<file path="src/hdl/plbp_pkg.sv">
package plbp_pkg;
   localparam int FRAMES = 16;
   localparam int IDX_W = $clog2(FRAMES);
   localparam int CNT_W = $clog2(FRAMES + 1);
   localparam int FRAME_W = 6;
   localparam int PAGE_W = 32;
   localparam int PIN_W = 8;
   localparam int CTR_W = 32;

   localparam logic [1:0] OP_FETCH = 2'd0;
   localparam logic [1:0] OP_UNPIN = 2'd1;
   localparam logic [1:0] OP_FLUSH = 2'd2;
   localparam logic [1:0] OP_PINQ = 2'd3;

   localparam logic [2:0] ST_HIT = 3'd0;
   localparam logic [2:0] ST_FILL = 3'd1;
   localparam logic [2:0] ST_EVICT = 3'd2;
   localparam logic [2:0] ST_FULL = 3'd3;
   localparam logic [2:0] ST_RESIDENT = 3'd4;
   localparam logic [2:0] ST_ABSENT = 3'd5;

   typedef struct packed {
      logic [PAGE_W-1:0] page;
      logic [PIN_W-1:0] pins;
      logic [IDX_W-1:0] rank;
   } entry_type;
endpackage

</file>
<file path="src/hdl/pinned_lru_buffer_pool.sv">
// Pinned LRU buffer pool.
// The request channel (req_valid/req_ready) carries an opcode and a page number.
// Fetch looks up the page and pins it, filling a free frame or evicting the
// least recent unpinned page on a miss. Unpin lowers a pin count; the flush and
// pin count queries only report. One transaction on the response channel
// (rsp_valid/rsp_ready) answers each request with status, frame, victim page,
// pin count and the running hit and miss counters.
// All frame state sits in one single-port-read memory with a registered read.
// Every request first sweeps all frames to find the page and the least recent
// unpinned candidate. A fetch that changes the pool then sweeps the memory
// again to age the recency ranks; the other requests skip that second sweep.
// One request is worked on at a time; req_ready is high only while idle.
// A stalled response holds its payload and keeps the block from taking the
// next request. Reset empties the pool and clears both counters at once;
// no clearing pass is needed because frames are used in order.
module pinned_lru_buffer_pool (
   input  logic clock,
   input  logic reset,
   input  logic req_valid,
   output logic req_ready,
   input  logic [1:0] req_opcode,
   input  logic [plbp_pkg::PAGE_W-1:0] req_page_number,
   output logic rsp_valid,
   input  logic rsp_ready,
   output logic [2:0] rsp_status,
   output logic [plbp_pkg::FRAME_W-1:0] rsp_frame,
   output logic [plbp_pkg::PAGE_W-1:0] rsp_victim_page,
   output logic [plbp_pkg::PIN_W-1:0] rsp_pin_count,
   output logic [plbp_pkg::CTR_W-1:0] rsp_hit_count,
   output logic [plbp_pkg::CTR_W-1:0] rsp_miss_count
);
   import plbp_pkg::*;

   localparam logic [2:0] S_IDLE = 3'd0;
   localparam logic [2:0] S_SCAN = 3'd1;
   localparam logic [2:0] S_DECIDE = 3'd2;
   localparam logic [2:0] S_UPD = 3'd3;
   localparam logic [2:0] S_RESP = 3'd4;
   localparam logic [CNT_W-1:0] LAST = CNT_W'(FRAMES - 1);
   localparam logic [CNT_W-1:0] FULL_CNT = CNT_W'(FRAMES);

   entry_type mem [FRAMES];
   entry_type rd_q_ff;
   logic we;
   logic [IDX_W-1:0] waddr;
   entry_type wdata;

   logic [2:0] state_ff, state_in;
   logic [CNT_W-1:0] cnt_ff, cnt_in;
   logic rd_vld_ff, rd_vld_in;
   logic [IDX_W-1:0] rd_idx_ff, rd_idx_in;
   logic [CNT_W-1:0] nxt_ff, nxt_in;
   logic [CTR_W-1:0] hits_ff, hits_in, miss_ff, miss_in;
   logic [1:0] op_ff, op_in;
   logic [PAGE_W-1:0] pg_ff, pg_in;
   logic hfound_ff, hfound_in;
   logic [IDX_W-1:0] hidx_ff, hidx_in;
   entry_type hent_ff, hent_in;
   logic vfound_ff, vfound_in;
   logic [IDX_W-1:0] vidx_ff, vidx_in;
   entry_type vent_ff, vent_in;
   logic [IDX_W-1:0] tf_ff, tf_in;
   logic [CNT_W-1:0] lim_ff, lim_in;
   logic [PIN_W-1:0] tpins_ff, tpins_in;
   logic rv_ff, rv_in;
   logic [2:0] st_ff, st_in;
   logic [FRAME_W-1:0] fr_ff, fr_in;
   logic [PAGE_W-1:0] vp_ff, vp_in;
   logic [PIN_W-1:0] pc_ff, pc_in;
   logic [CTR_W-1:0] hc_ff, hc_in, mc_ff, mc_in;
   logic rd_valid_frame;

   always_ff @(posedge clock) begin
      rd_q_ff <= mem[cnt_ff[IDX_W-1:0]];
      if (we) begin
         mem[waddr] <= wdata;
      end
   end

   assign rd_valid_frame = CNT_W'(rd_idx_ff) < nxt_ff;

   always_comb begin
      state_in = state_ff;
      cnt_in = cnt_ff;
      rd_vld_in = 1'b0;
      rd_idx_in = rd_idx_ff;
      nxt_in = nxt_ff;
      hits_in = hits_ff;
      miss_in = miss_ff;
      op_in = op_ff;
      pg_in = pg_ff;
      hfound_in = hfound_ff;
      hidx_in = hidx_ff;
      hent_in = hent_ff;
      vfound_in = vfound_ff;
      vidx_in = vidx_ff;
      vent_in = vent_ff;
      tf_in = tf_ff;
      lim_in = lim_ff;
      tpins_in = tpins_ff;
      rv_in = rv_ff;
      st_in = st_ff;
      fr_in = fr_ff;
      vp_in = vp_ff;
      pc_in = pc_ff;
      hc_in = hc_ff;
      mc_in = mc_ff;
      we = 1'b0;
      waddr = rd_idx_ff;
      wdata = rd_q_ff;
      case (state_ff)
         S_IDLE: begin
            if (req_valid) begin
               op_in = req_opcode;
               pg_in = req_page_number;
               hfound_in = 1'b0;
               vfound_in = 1'b0;
               cnt_in = '0;
               state_in = S_SCAN;
            end
         end
         S_SCAN: begin
            if (cnt_ff < FULL_CNT) begin
               rd_vld_in = 1'b1;
               rd_idx_in = cnt_ff[IDX_W-1:0];
               cnt_in = cnt_ff + 1'b1;
            end
            if (rd_vld_ff && rd_valid_frame) begin
               if (!hfound_ff && rd_q_ff.page == pg_ff) begin
                  hfound_in = 1'b1;
                  hidx_in = rd_idx_ff;
                  hent_in = rd_q_ff;
               end
               if (rd_q_ff.pins == '0 && (!vfound_ff || rd_q_ff.rank > vent_ff.rank)) begin
                  vfound_in = 1'b1;
                  vidx_in = rd_idx_ff;
                  vent_in = rd_q_ff;
               end
            end
            if (rd_vld_ff && CNT_W'(rd_idx_ff) == LAST) begin
               state_in = S_DECIDE;
            end
         end
         S_DECIDE: begin
            vp_in = '0;
            fr_in = '0;
            pc_in = '0;
            state_in = S_RESP;
            rv_in = 1'b1;
            lim_in = FULL_CNT;
            tpins_in = 8'd1;
            if (op_ff == OP_FETCH) begin
               if (hfound_ff) begin
                  hits_in = hits_ff + 1'b1;
                  tf_in = hidx_ff;
                  lim_in = CNT_W'(hent_ff.rank);
                  tpins_in = (hent_ff.pins == '1) ? hent_ff.pins : hent_ff.pins + 1'b1;
                  st_in = ST_HIT;
                  state_in = S_UPD;
                  rv_in = 1'b0;
               end else begin
                  miss_in = miss_ff + 1'b1;
                  if (nxt_ff < FULL_CNT) begin
                     tf_in = nxt_ff[IDX_W-1:0];
                     nxt_in = nxt_ff + 1'b1;
                     st_in = ST_FILL;
                     state_in = S_UPD;
                     rv_in = 1'b0;
                  end else if (vfound_ff) begin
                     tf_in = vidx_ff;
                     lim_in = CNT_W'(vent_ff.rank);
                     vp_in = vent_ff.page;
                     st_in = ST_EVICT;
                     state_in = S_UPD;
                     rv_in = 1'b0;
                  end else begin
                     st_in = ST_FULL;
                  end
               end
               cnt_in = '0;
               hc_in = hits_in;
               mc_in = miss_in;
               fr_in = (st_in == ST_FULL) ? '0 : FRAME_W'(tf_in);
               pc_in = (st_in == ST_FULL) ? '0 : tpins_in;
            end else begin
               hc_in = hits_ff;
               mc_in = miss_ff;
               if (!hfound_ff) begin
                  st_in = ST_ABSENT;
               end else begin
                  st_in = ST_RESIDENT;
                  fr_in = FRAME_W'(hidx_ff);
                  pc_in = hent_ff.pins;
                  if (op_ff == OP_UNPIN && hent_ff.pins != '0) begin
                     pc_in = hent_ff.pins - 1'b1;
                     we = 1'b1;
                     waddr = hidx_ff;
                     wdata = hent_ff;
                     wdata.pins = pc_in;
                  end
               end
            end
         end
         S_UPD: begin
            if (cnt_ff < FULL_CNT) begin
               rd_vld_in = 1'b1;
               rd_idx_in = cnt_ff[IDX_W-1:0];
               cnt_in = cnt_ff + 1'b1;
            end
            if (rd_vld_ff) begin
               we = 1'b1;
               if (rd_idx_ff == tf_ff) begin
                  wdata.page = pg_ff;
                  wdata.pins = tpins_ff;
                  wdata.rank = '0;
               end else if (rd_valid_frame && CNT_W'(rd_q_ff.rank) < lim_ff) begin
                  wdata.rank = rd_q_ff.rank + 1'b1;
               end
               if (CNT_W'(rd_idx_ff) == LAST) begin
                  state_in = S_RESP;
                  rv_in = 1'b1;
               end
            end
         end
         S_RESP: begin
            if (rsp_ready) begin
               rv_in = 1'b0;
               state_in = S_IDLE;
            end
         end
         default: begin
            state_in = S_IDLE;
         end
      endcase
   end

   always_ff @(posedge clock) begin
      if (reset) begin
         state_ff <= S_IDLE;
         cnt_ff <= '0;
         rd_vld_ff <= 1'b0;
         nxt_ff <= '0;
         hits_ff <= '0;
         miss_ff <= '0;
         rv_ff <= 1'b0;
      end else begin
         state_ff <= state_in;
         cnt_ff <= cnt_in;
         rd_vld_ff <= rd_vld_in;
         nxt_ff <= nxt_in;
         hits_ff <= hits_in;
         miss_ff <= miss_in;
         rv_ff <= rv_in;
      end
      rd_idx_ff <= rd_idx_in;
      op_ff <= op_in;
      pg_ff <= pg_in;
      hfound_ff <= hfound_in;
      hidx_ff <= hidx_in;
      hent_ff <= hent_in;
      vfound_ff <= vfound_in;
      vidx_ff <= vidx_in;
      vent_ff <= vent_in;
      tf_ff <= tf_in;
      lim_ff <= lim_in;
      tpins_ff <= tpins_in;
      st_ff <= st_in;
      fr_ff <= fr_in;
      vp_ff <= vp_in;
      pc_ff <= pc_in;
      hc_ff <= hc_in;
      mc_ff <= mc_in;
   end

   assign req_ready = (state_ff == S_IDLE);
   assign rsp_valid = rv_ff;
   assign rsp_status = st_ff;
   assign rsp_frame = fr_ff;
   assign rsp_victim_page = vp_ff;
   assign rsp_pin_count = pc_ff;
   assign rsp_hit_count = hc_ff;
   assign rsp_miss_count = mc_ff;
endmodule

</file>
<file path="config.mk">
export PLATFORM = sky130hd
export DESIGN_NAME = pinned_lru_buffer_pool
export DESIGN_NICKNAME = d
export VERILOG_FILES = /design/src/hdl/plbp_pkg.sv /design/src/hdl/pinned_lru_buffer_pool.sv
export SDC_FILE = /design/constraint.sdc
export NUM_CORES = 1
export LEC_CHECK = 0
export ABC_CLOCK_PERIOD_IN_PS = 6700
export BUFFER_PORTS_ARGS = -buffer_cell sky130_fd_sc_hd__buf_2
export CORE_MARGIN = 8
export CORE_UTILIZATION = 35
export DETAILED_ROUTE_END_ITERATION = 8
export GPL_TIMING_DRIVEN = 0
export PLACE_DENSITY = 0.54
export SKIP_CTS_REPAIR_TIMING = 1
export SYNTH_ARGS = -nofsm -noshare
export SYNTH_HDL_FRONTEND = slang
export SYNTH_SLANG_ARGS = --single-unit
</file>
<file path="constraint.sdc">
create_clock -name clock -period 6.7 [get_ports clock]
set_clock_uncertainty 0.15 [all_clocks]
set_input_delay 0 -clock clock [delete_from_list [all_inputs] [get_ports clock]]
set_output_delay 0 -clock clock [all_outputs]
set_load 0.01 [all_outputs]
</file>
[Word-level counts from Yosys, hierarchy flattened]
Memory sizes are Yosys's and may differ from the RTL's. A register that Yosys moved wholly into a read port is not among the register bits.
Cells that the tools add are included.
Widths: inputs -> output; s select.
Word-level totals
  flip-flop bits (word level): 337
  memory bits (writable): 704
  input port bits: 38
  output and inout bits: 115
  word-level logic and storage cells: 170
  memories: 1
Memory list
  mem: depth 16, bits a word 44, read ports 1, clocked after memory_dff 1, write ports 1, line pinned_lru_buffer_pool.sv:42  | entry_type mem [FRAMES];
Cells by class
  add/subtract/negate cells: 7
  order comparisons: 5
  equality and inequality tests: 20
  muxes and demuxes: 75
  bitwise operators: 4
  reduce and logical (&&, ||, !) cells: 30
Operators with widths (number)
  $mux 44: 4
  $mux 32: 4
  $pmux 44 s2: 1
  $add 32x1->32 const B: 2
  $mux 4: 12
  $mux 8: 6
  $mux 40: 1
  $mux 3: 12
  $eq 32x32->1: 1
  $mux 5: 6
  $mux 1: 21
  $reduce_and 4->1: 5
  $ne 2x2->1 const B: 9
  $pmux 3 s5: 1
  $pmux 5 s3: 1
  $add 5x1->5 const B: 2
  $lt 4x5->1: 2
  $lt 5x5->1 const B: 2
  $eq 3x2->1 const B: 3
  $add 8x1->8 const B: 1
  $eq 8x8->1 const B: 1
  $logic_not 8->1: 1
  $reduce_bool 8->1: 1
  $sub 8x1->8 const B: 1
  other kinds (24): 41

[Logic depth before layout (Yosys ltp)]
Gate-level depths: netlist (run 1).
  word-level depth: 8
  gate-level depth with buffers: 10
  mapped depth without buffers: 7

[Least setup slack after synthesis (run 1)]
Ideal clock, no wire load.
  path kind: register to register
  start: register hent_ff[4] in the netlist's numbering
  end: memory mem[11][0] in the netlist's numbering (enable)
  library setup time: 460 ps
  data arrival time: 4130 ps
  required time: 6090 ps
  setup slack: 1960 ps
  cell stages (with the launch flop): 10
  path buffers: 3
  period minus slack after synthesis: 4740 ps
  cell sequence: edfxtp_1 -> clkbuf_1 -> inv_1 -> ha_1 -> or4b_1 -> o2111ai_1 -> buf_2 -> buf_2 -> nand2_1 -> a21oi_1
On the way
  cells in the longest elaborated chain, start to end: 8
  elaborated cells between the ends (all ways): 12
  classes of those cells: mux: 10; reduce/logical: 2
RTL lines
  from (decl): line pinned_lru_buffer_pool.sv:58  | entry_type hent_ff, hent_in;
  from (signal assigned): line pinned_lru_buffer_pool.sv:260  | hent_ff <= hent_in;
  $reduce_bool 8->1 (*): line pinned_lru_buffer_pool.sv:194  | if (op_ff == OP_UNPIN && hent_ff.pins != '0) begin
  $logic_and 1x1->1 (*): line pinned_lru_buffer_pool.sv:194
  $mux 1: line pinned_lru_buffer_pool.sv:194
  $mux 1: line pinned_lru_buffer_pool.sv:188  | if (!hfound_ff) begin
  $mux 1: line pinned_lru_buffer_pool.sv:152  | if (op_ff == OP_FETCH) begin
  $pmux 1 s2: line pinned_lru_buffer_pool.sv:111  | case (state_ff)
  $mux 1: line pinned_lru_buffer_pool.sv:75  | if (we) begin
  $mux 1 (implied by the code): line pinned_lru_buffer_pool.sv:76  | mem[waddr] <= wdata;
  to (decl): line pinned_lru_buffer_pool.sv:42
Every way passes the cells marked *; elsewhere a longest branch is shown, timed or not.

[Worst setup path after layout (run 1)]
  start: register state_ff[1]
  end: memory mem[2][13] in the netlist's numbering (enable)
On the way
  cells in the longest elaborated chain, start to end: 4
  elaborated cells between the ends (all ways): 6
  classes of those cells: eq/ne: 2; mux: 4
RTL lines
  from (decl): line pinned_lru_buffer_pool.sv:48  | logic [2:0] state_ff, state_in;
  from (signal assigned): line pinned_lru_buffer_pool.sv:247  | state_ff <= state_in;
  $eq 3x2->1: line pinned_lru_buffer_pool.sv:111
  $pmux 1 s2: line pinned_lru_buffer_pool.sv:111
  $mux 1: line pinned_lru_buffer_pool.sv:75
  $mux 1 (implied by the code): line pinned_lru_buffer_pool.sv:76
Parallel ways exist; a longest one is shown, timed or not.

==> results.txt, run 1 <==
- Share of cells above drive strength 1: 23.0%
- In this run the number of H-tree levels came out at 3.
- Dominant cell type by area after synthesis: sky130_fd_sc_hd__edfxtp_1
* Number of nets still failing antenna checks after routing: 0
* Type of the most critical hold path: in -> reg
- Total setup violations reported at the end of the flow: 0
- Synthesis produced 2396 cells.
* Predominant post-synthesis flop cell: sky130_fd_sc_hd__edfxtp_1
- In this run the vertical extent of the chip is 365 µm.
- Counting flops and latches in the post-synthesis netlist gives 1083.
- After floorplanning, the core was sized to cover 121000 µm².
- The endpoint identified for the worst register-to-register timing path is mem[2][13]$_DFFE_PP_.
- Along the worst hold path, the cell count comes to 4.
* Average wire per standard cell: 25.3 µm
- Period Utilization, post-route: 66.9%
- By area, the combinational part of the netlist is dominated by multiplexers.
* Max frequency: 0.223 GHz
- Share of synthesized flip-flops with an asynchronous set or reset: 0%
- Setup repair after global routing left no endpoint under its margin.
- The die covers 133000 µm².
- Number of diodes added for antenna fixing: 0
- For this design the static power due to leakage is 16.3 nW.
- In this run the count of I/O pins placed on the die edge is 153.
* Total number of yosys warnings: 0
- Along the worst path, the maximum fanout reaches 16.
- In this run, synthesis inferred 960 flip-flops with an integrated enable.
- Leading post-synthesis cells by cell area: sky130_fd_sc_hd__edfxtp_1, sky130_fd_sc_hd__mux4_2, sky130_fd_sc_hd__dfxtp_1
- Summing the sequential cell areas from Yosys gives 73.4% of the chip area.
* Count of input and output buffers: 149
- The number of max-slew violations in the final report came to 0.
* Clk sink count: 1083
* Worst Reg2Reg Path Length in Cells: 10
- The later pin in the worst-skew pair is clocked with a latency of 0.71 ns.
- Per-instance average area after synthesis: 17.8 µm²
* Share of synthesized area spent on multiplexers: 11.8%
- Vias in the first global route: 23600
- Critical path required time: 6.94 ns
* Post-detailed-routing wire length: 114000 µm
- Congestion Overflow GR: 0
* Post-layout minimum cycle time: 4.48 ns
- The library cell used most frequently in the layout, excluding fill and tap cells, is sky130_fd_sc_hd__edfxtp_1.
- Commonest cells after routing, fill and taps aside: sky130_fd_sc_hd__edfxtp_1, sky130_fd_sc_hd__mux4_2, sky130_fd_sc_hd__nand2_1, sky130_fd_sc_hd__buf_2, sky130_fd_sc_hd__dfxtp_1
- The wire-length estimate of the detail-placed layout is 75600 µm.
- The initial antenna violation count was 1.
- Buffer depth of the longest clock path: 3
* Initial core utilization: 35.1%
* Pin count of the biggest net entering global routing: 74
* Vias after detailed routing: 23400
* CTS buffer count: 112
- Measured along the x axis, the die boundary spans 365 µm.
- CTS tree: built
- The first global-routing pass estimated 163000 µm of wire.
* Worst rel slew slack: 11.0%
- Max-cap violations: 0
- The worst setup path is launched from a register.
- VDD IR max: 0.206 mV
- Result of the run: completed
* Routability Congestion: 0.840
* Number of nets in the finished design: 2833
- The worst hold path terminates at state_ff[2]$_SDFFE_PP0P_.
- Area share of the leading cell type in the synthesized netlist: 67.6%
- Of the total synthesized cell area, the portion taken by full adders, half adders and majority gates is 0.528%.
- Drt first-iter violations: 2201
- In this run the most critical hold path is launched from rsp_ready.
- Setup slack on the worst reg-to-reg path comes out at 2.22 ns.
- Final hold slack: 0.0876 ns
* Overall power of the completed layout: 0.0147 W
- Crit Path Category: reg -> reg
- Mapped Area: 42600 µm²
* Data arrival time at the worst-slack endpoint: 4.72 ns
* Cell area after layout: 51400 µm²
- Synth Area in Compound Gates: 2.20%
- For the pin with the worst max-slew slack, the measured transition is 1.32 ns.
- The final-report hold violation count came to 0.
- Global-route usage over all layers: 16.7%
- Category of the worst setup path capture point: register
* Worst flop-to-flop path startpoint: state_ff[1]$_SDFFE_PP0P_
* Routed vias/inst: 5.21
- Xor/xnor share of the synthesized area: 3.33%
* # rows: 128
- In the routed design, unresolved DRC markers number 0.
* Clock tree root driver cell: sky130_fd_sc_hd__clkbuf_16
- Clock-pin slew of the registers on the worst-case setup and hold paths: 0.06 ns
* Yosys cell types: 74
* Drt first pass iters: 6
- In this run the power density over the cells is 286 nW/µm².
- Placed Area: 46600 µm²
* Area delta synth->final: 20.5%
- Synthesized-area fraction occupied by and/or/nand/nor cells: 7.22%
-- state kept, by name, summed over array words and instances, names as in the netlist, 32 cells and up --
signal and flops:
miss_ff 32, rsp_victim_page 32, rsp_hit_count 32, hits_ff 32
vent_ff 36, rd_q_ff 44, hent_ff 44, mem 704
rsp_miss_count 32, pg_ff 32
-- power by group --
part	total, W	internal (W)	leakage (nW)	switching, W
Clock	0.00667	0.00397	1.96	0.00270
Sequential	0.00744	0.00739	9.63	0.0000516
Combinational	0.000564	0.000245	4.69	0.000319
-- metal layers --
| metal | routed length (µm) | vias to the layer above | GRT usage, % | part of all wire, % |
|---|---|---|---|---|
| met1 | 47700 | 12200 | 22.3 | 42 |
| met5 | 0 | - | 0 | 0 |
| met3 | 7520 | 166 | 2.85 | 6.6 |
| met2 | 55800 | 880 | 28.3 | 49 |
| li1 | - | 10200 | - | - |
| met4 | 3020 | 0 | 4.63 | 2.6 |
-- synthesized netlist by cell type (all sizes together) (9+ instances only) --
cell and instances:
or3 15, nand2b 10, a31oi 11, xor2 59, nand4 46, and3 12
nor2 128, nand3 80, buf 33, and2 40, o31ai 10, a21oi 32
nor3 33, mux4 220, clkbuf 94, nor4 17, edfxtp 960, o21ai 23
nand2 178, inv 30, dfxtp 123, or4 9, ha 18, xnor2 103
-- critical path, cell delays in order (launching register included) --
cell,delay (ns)
sky130_fd_sc_hd__dfxtp_1,0.42
sky130_fd_sc_hd__or3b_1,0.59
sky130_fd_sc_hd__clkbuf_1,0.35
sky130_fd_sc_hd__inv_1,0.33
sky130_fd_sc_hd__o2111ai_1,0.28
sky130_fd_sc_hd__buf_2,0.31
sky130_fd_sc_hd__nor3b_1,0.31
sky130_fd_sc_hd__o22ai_1,0.27
sky130_fd_sc_hd__nor2_4,0.66
sky130_fd_sc_hd__buf_16,0.25
sky130_fd_sc_hd__buf_12,0.20
-- metrics by stage --
stage / util [%] / setup slack [ns] / TNS (ns) / cells
global route: 42.3 / 2.01 / 0 / 4502
detailed placement: 38.4 / 2.15 / 0 / 4217
CTS: 41.7 / 2.13 / 0 / 4431
global placement: 37.4 / -2.30 / -1061.86 / 4171
finish: 42.3 / 2.22 / 0 / 4502
floorplan: - / 1.96 / 0 / 2397
-- final cells by class --
| class | count | area (µm²) |
|---|---|---|
| multi-input cells | 1156 | 10900 |
| flip-flops and latches | 1083 | 31300 |
| inverters | 31 | 116 |
| clock inverters | 68 | 886 |
| repair buffers | 266 | 2530 |
| well taps | 1625 | 2030 |
| plain buffers | 127 | 532 |
| clock buffers | 146 | 3130 |
| fillers | 10800 | 70000 |
-- cells by family (layout without fill, tap and decap cells) --
kind of cell               Yosys count  after routing
DFF                               1083           1083
adders and majority gates           18             18
xor gates and xnor gates           162            162
other                                1              2
and+or+nand+nor                    608            608
buffers and inverters              158            638
AOI/OAI and AO/OA                  137            137
muxes                              229            229
-- how the worst max path moves through the flow --
stage,slack (ns),startpoint,endpoint,cells after the start
finish,2.22,state_ff[1]$_SDFFE_PP0P_,mem[2][13]$_DFFE_PP_,10
floorplan,1.96,hent_ff[4]$_DFFE_PP_,mem[11][0]$_DFFE_PP_,9
global route,2.01,hent_ff[4]$_DFFE_PP_,mem[2][13]$_DFFE_PP_,10
detailed placement,2.15,state_ff[1]$_SDFFE_PP0P_,mem[2][26]$_DFFE_PP_,10
global placement,-2.30,state_ff[0]$_SDFFE_PP0P_,mem[8][26]$_DFFE_PP_,8
CTS,2.13,state_ff[1]$_SDFFE_PP0P_,mem[2][13]$_DFFE_PP_,10
No activity file was read; power rests on OpenSTA's default activity.
==> inputs of run 2 (changes only) <==
- ABC_CLOCK_PERIOD_IN_PS: 6700 -> 4250
- clock period: 6.7 -> 4.25 ns (I/O delays scaled with it)
==> results.txt, run 2 (synthesized netlist as in run 1, its figures left out) <==
- Pin count of the biggest net entering global routing: 71
- Number of nets in the finished design: 2854
- Vias in the first global route: 23500
- Max frequency: 0.250 GHz
- Hold timing on the final database bottoms out at a slack of 0.0410 ns.
* Commonest cells after routing, fill and taps aside: sky130_fd_sc_hd__edfxtp_1, sky130_fd_sc_hd__mux4_2, sky130_fd_sc_hd__nand2_1, sky130_fd_sc_hd__buf_2, sky130_fd_sc_hd__dfxtp_1
* VDD IR max: 0.371 mV
- Vias after detailed routing: 23300
- After detailed placement, the design holds a cell count of 4212.
- Area delta synth->final: 20.7%
* Die height: 365 µm
- The detailed router finished its first iteration with 2211 violations.
- Buffer depth of the longest clock path: 3
* Global-route usage over all layers: 16.5%
- After detailed routing, the number of remaining DRC violations is 0.
- Leakage power: 16.3 nW
- The cell sitting at the root of the clock tree is a sky130_fd_sc_hd__clkbuf_16.
- CTS tree: built
- Final HPWL DP: 73300 µm
- Average wire per standard cell: 24.8 µm
- Overall power of the completed layout: 0.0230 W
- Setup violations remaining at the end of the flow were counted as 0.
- At the later pin of the worst-skew pair, clock insertion delay measures 0.73 ns.
- Filler instances: 10800
* Number of placed I/O pins: 153
- Worst setup SP type: register
- Pins Over Slew Limit: 0
- Setup repair after global routing left no endpoint under its margin.
- Initial core utilization: 35.1%
- Count of input and output buffers: 149
* Hold violation count in the final report: 0
- Placed Area: 46400 µm²
* Period Utilization, post-route: 94.0%
- Crit Path Category: reg -> reg
- After clock tree synthesis, the clock-pin slew on the worst setup and hold paths is 0.06 ns.
- For the finished layout, the period the worst path requires is 4.00 ns.
- After routing, the total negative slack on setup checks comes to 0 ns.
* Most frequent standard cell in the layout excluding fill and tap cells: sky130_fd_sc_hd__edfxtp_1
- Worst Max-Slew Pin Slew: 1.28 ns
- In this run the power density over the cells is 447 nW/µm².
- Initial antenna violation count: 2
* Number of nets still failing antenna checks after routing: 0
- Top flop regs: mem (704), hent_ff (44), rd_q_ff (44)
- Data arrival time at the worst-slack endpoint: 4.25 ns
- Category of the worst setup path capture point: register
- The path class of the tightest hold or removal check is in -> reg.
* Routed vias/inst: 5.15
* Routability Congestion: 0.811
- The clock drives 1083 sinks.
- # rows: 128
- The first global-routing pass estimated 162000 µm of wire.
* Result of the run: completed
- Across the run, the number of max-cap violations was 0.
- After global routing the overflow that remains totals 0.
* Combined area of the multi-input logic cells: 10900 µm²
- CTS buffer count: 112
- Finished Layout Cells: 4523
- Largest register FFs: 704
* Core Area: 121000 µm²
- Post-detailed-routing wire length: 112000 µm
* Register with the most flip-flops: mem
* Cell area after layout: 51500 µm²
- Drt first pass iters: 5
* Sequential cell area: 31300 µm²
- Chip width: 365 µm
* Worst rel slew slack: 14.6%
- Die footprint: 133000 µm²
* Share of cells above drive strength 1: 23.6%
* Critical path required time: 4.51 ns
- In this run the number of H-tree levels came out at 3.
- In this run the worst path has a maximum fanout of 18.
## run 2: cell count changes in the layout (fill, tap and decap cells not counted), sizes merged
cell	previous run	this run
buf	228	249
clkinv	44	38
clkinvlp	4	7
clkbuf	240	242
bufinv	17	18
diode	0	1
inv	34	33
## run 2: worst max-delay path, stage by stage (launching register included)
cell	delay (ns)
sky130_fd_sc_hd__edfxtp_1	0.35
sky130_fd_sc_hd__clkbuf_1	0.32
sky130_fd_sc_hd__inv_1	0.14
sky130_fd_sc_hd__ha_1	0.24
sky130_fd_sc_hd__nor4b_1	0.19
sky130_fd_sc_hd__a2111oi_4	0.71
sky130_fd_sc_hd__buf_2	0.44
sky130_fd_sc_hd__a31oi_1	0.39
sky130_fd_sc_hd__nor2_4	0.22
sky130_fd_sc_hd__buf_12	0.15
sky130_fd_sc_hd__buf_12	0.20
sky130_fd_sc_hd__buf_16	0.19
## run 2: routing by layer
metal	share of wire (%)	GRT usage, %
met1	43	22.9
met2	48	27.1
met3	6.0	2.77
met4	2.5	4.36
met5	0.018	0
## run 2: layout make-up
cell class / instances / share of cell area, %
Sequential cell: 1083 / 60.8
Clock inverter: 65 / 1.75
Clock buffer: 148 / 5.92
Timing Repair Buffer: 287 / 5.20
Antenna cell: 1 / 0.00486
Tap cell: 1625 / 3.95
Inverter: 31 / 0.226
Buffer: 127 / 1.05
Multi-Input combinational cell: 1156 / 21.1
## run 2: report_power, final
group	internal [W]	total, W	switching [W]
clock	0.00617	0.0104	0.00419
combinational	0.000390	0.000894	0.000504
sequential	0.0116	0.0117	0.0000783
## run 2: final timing paths
path,to,from,cells past startpoint,slack (ns)
setup / recovery,mem[15][26]$_DFFE_PP_,hent_ff[4]$_DFFE_PP_,11,0.25
hold / removal,state_ff[2]$_SDFFE_PP0P_,rsp_ready,4,0.04
setup reg to reg,mem[15][26]$_DFFE_PP_,hent_ff[4]$_DFFE_PP_,11,0.25
hold reg to reg,hent_ff[6]$_DFFE_PP_,rd_q_ff[6]$_DFF_P_,0,0.31
## run 2: stage by stage
stage / util [%] / worst slack, ns
after floorplan: - / -0.177
after global placement: 37.4 / -4.00
after detailed placement: 38.3 / -0.329
after CTS: 41.5 / -0.284
after global routing: 42.4 / 0.0201
final: 42.4 / 0.254
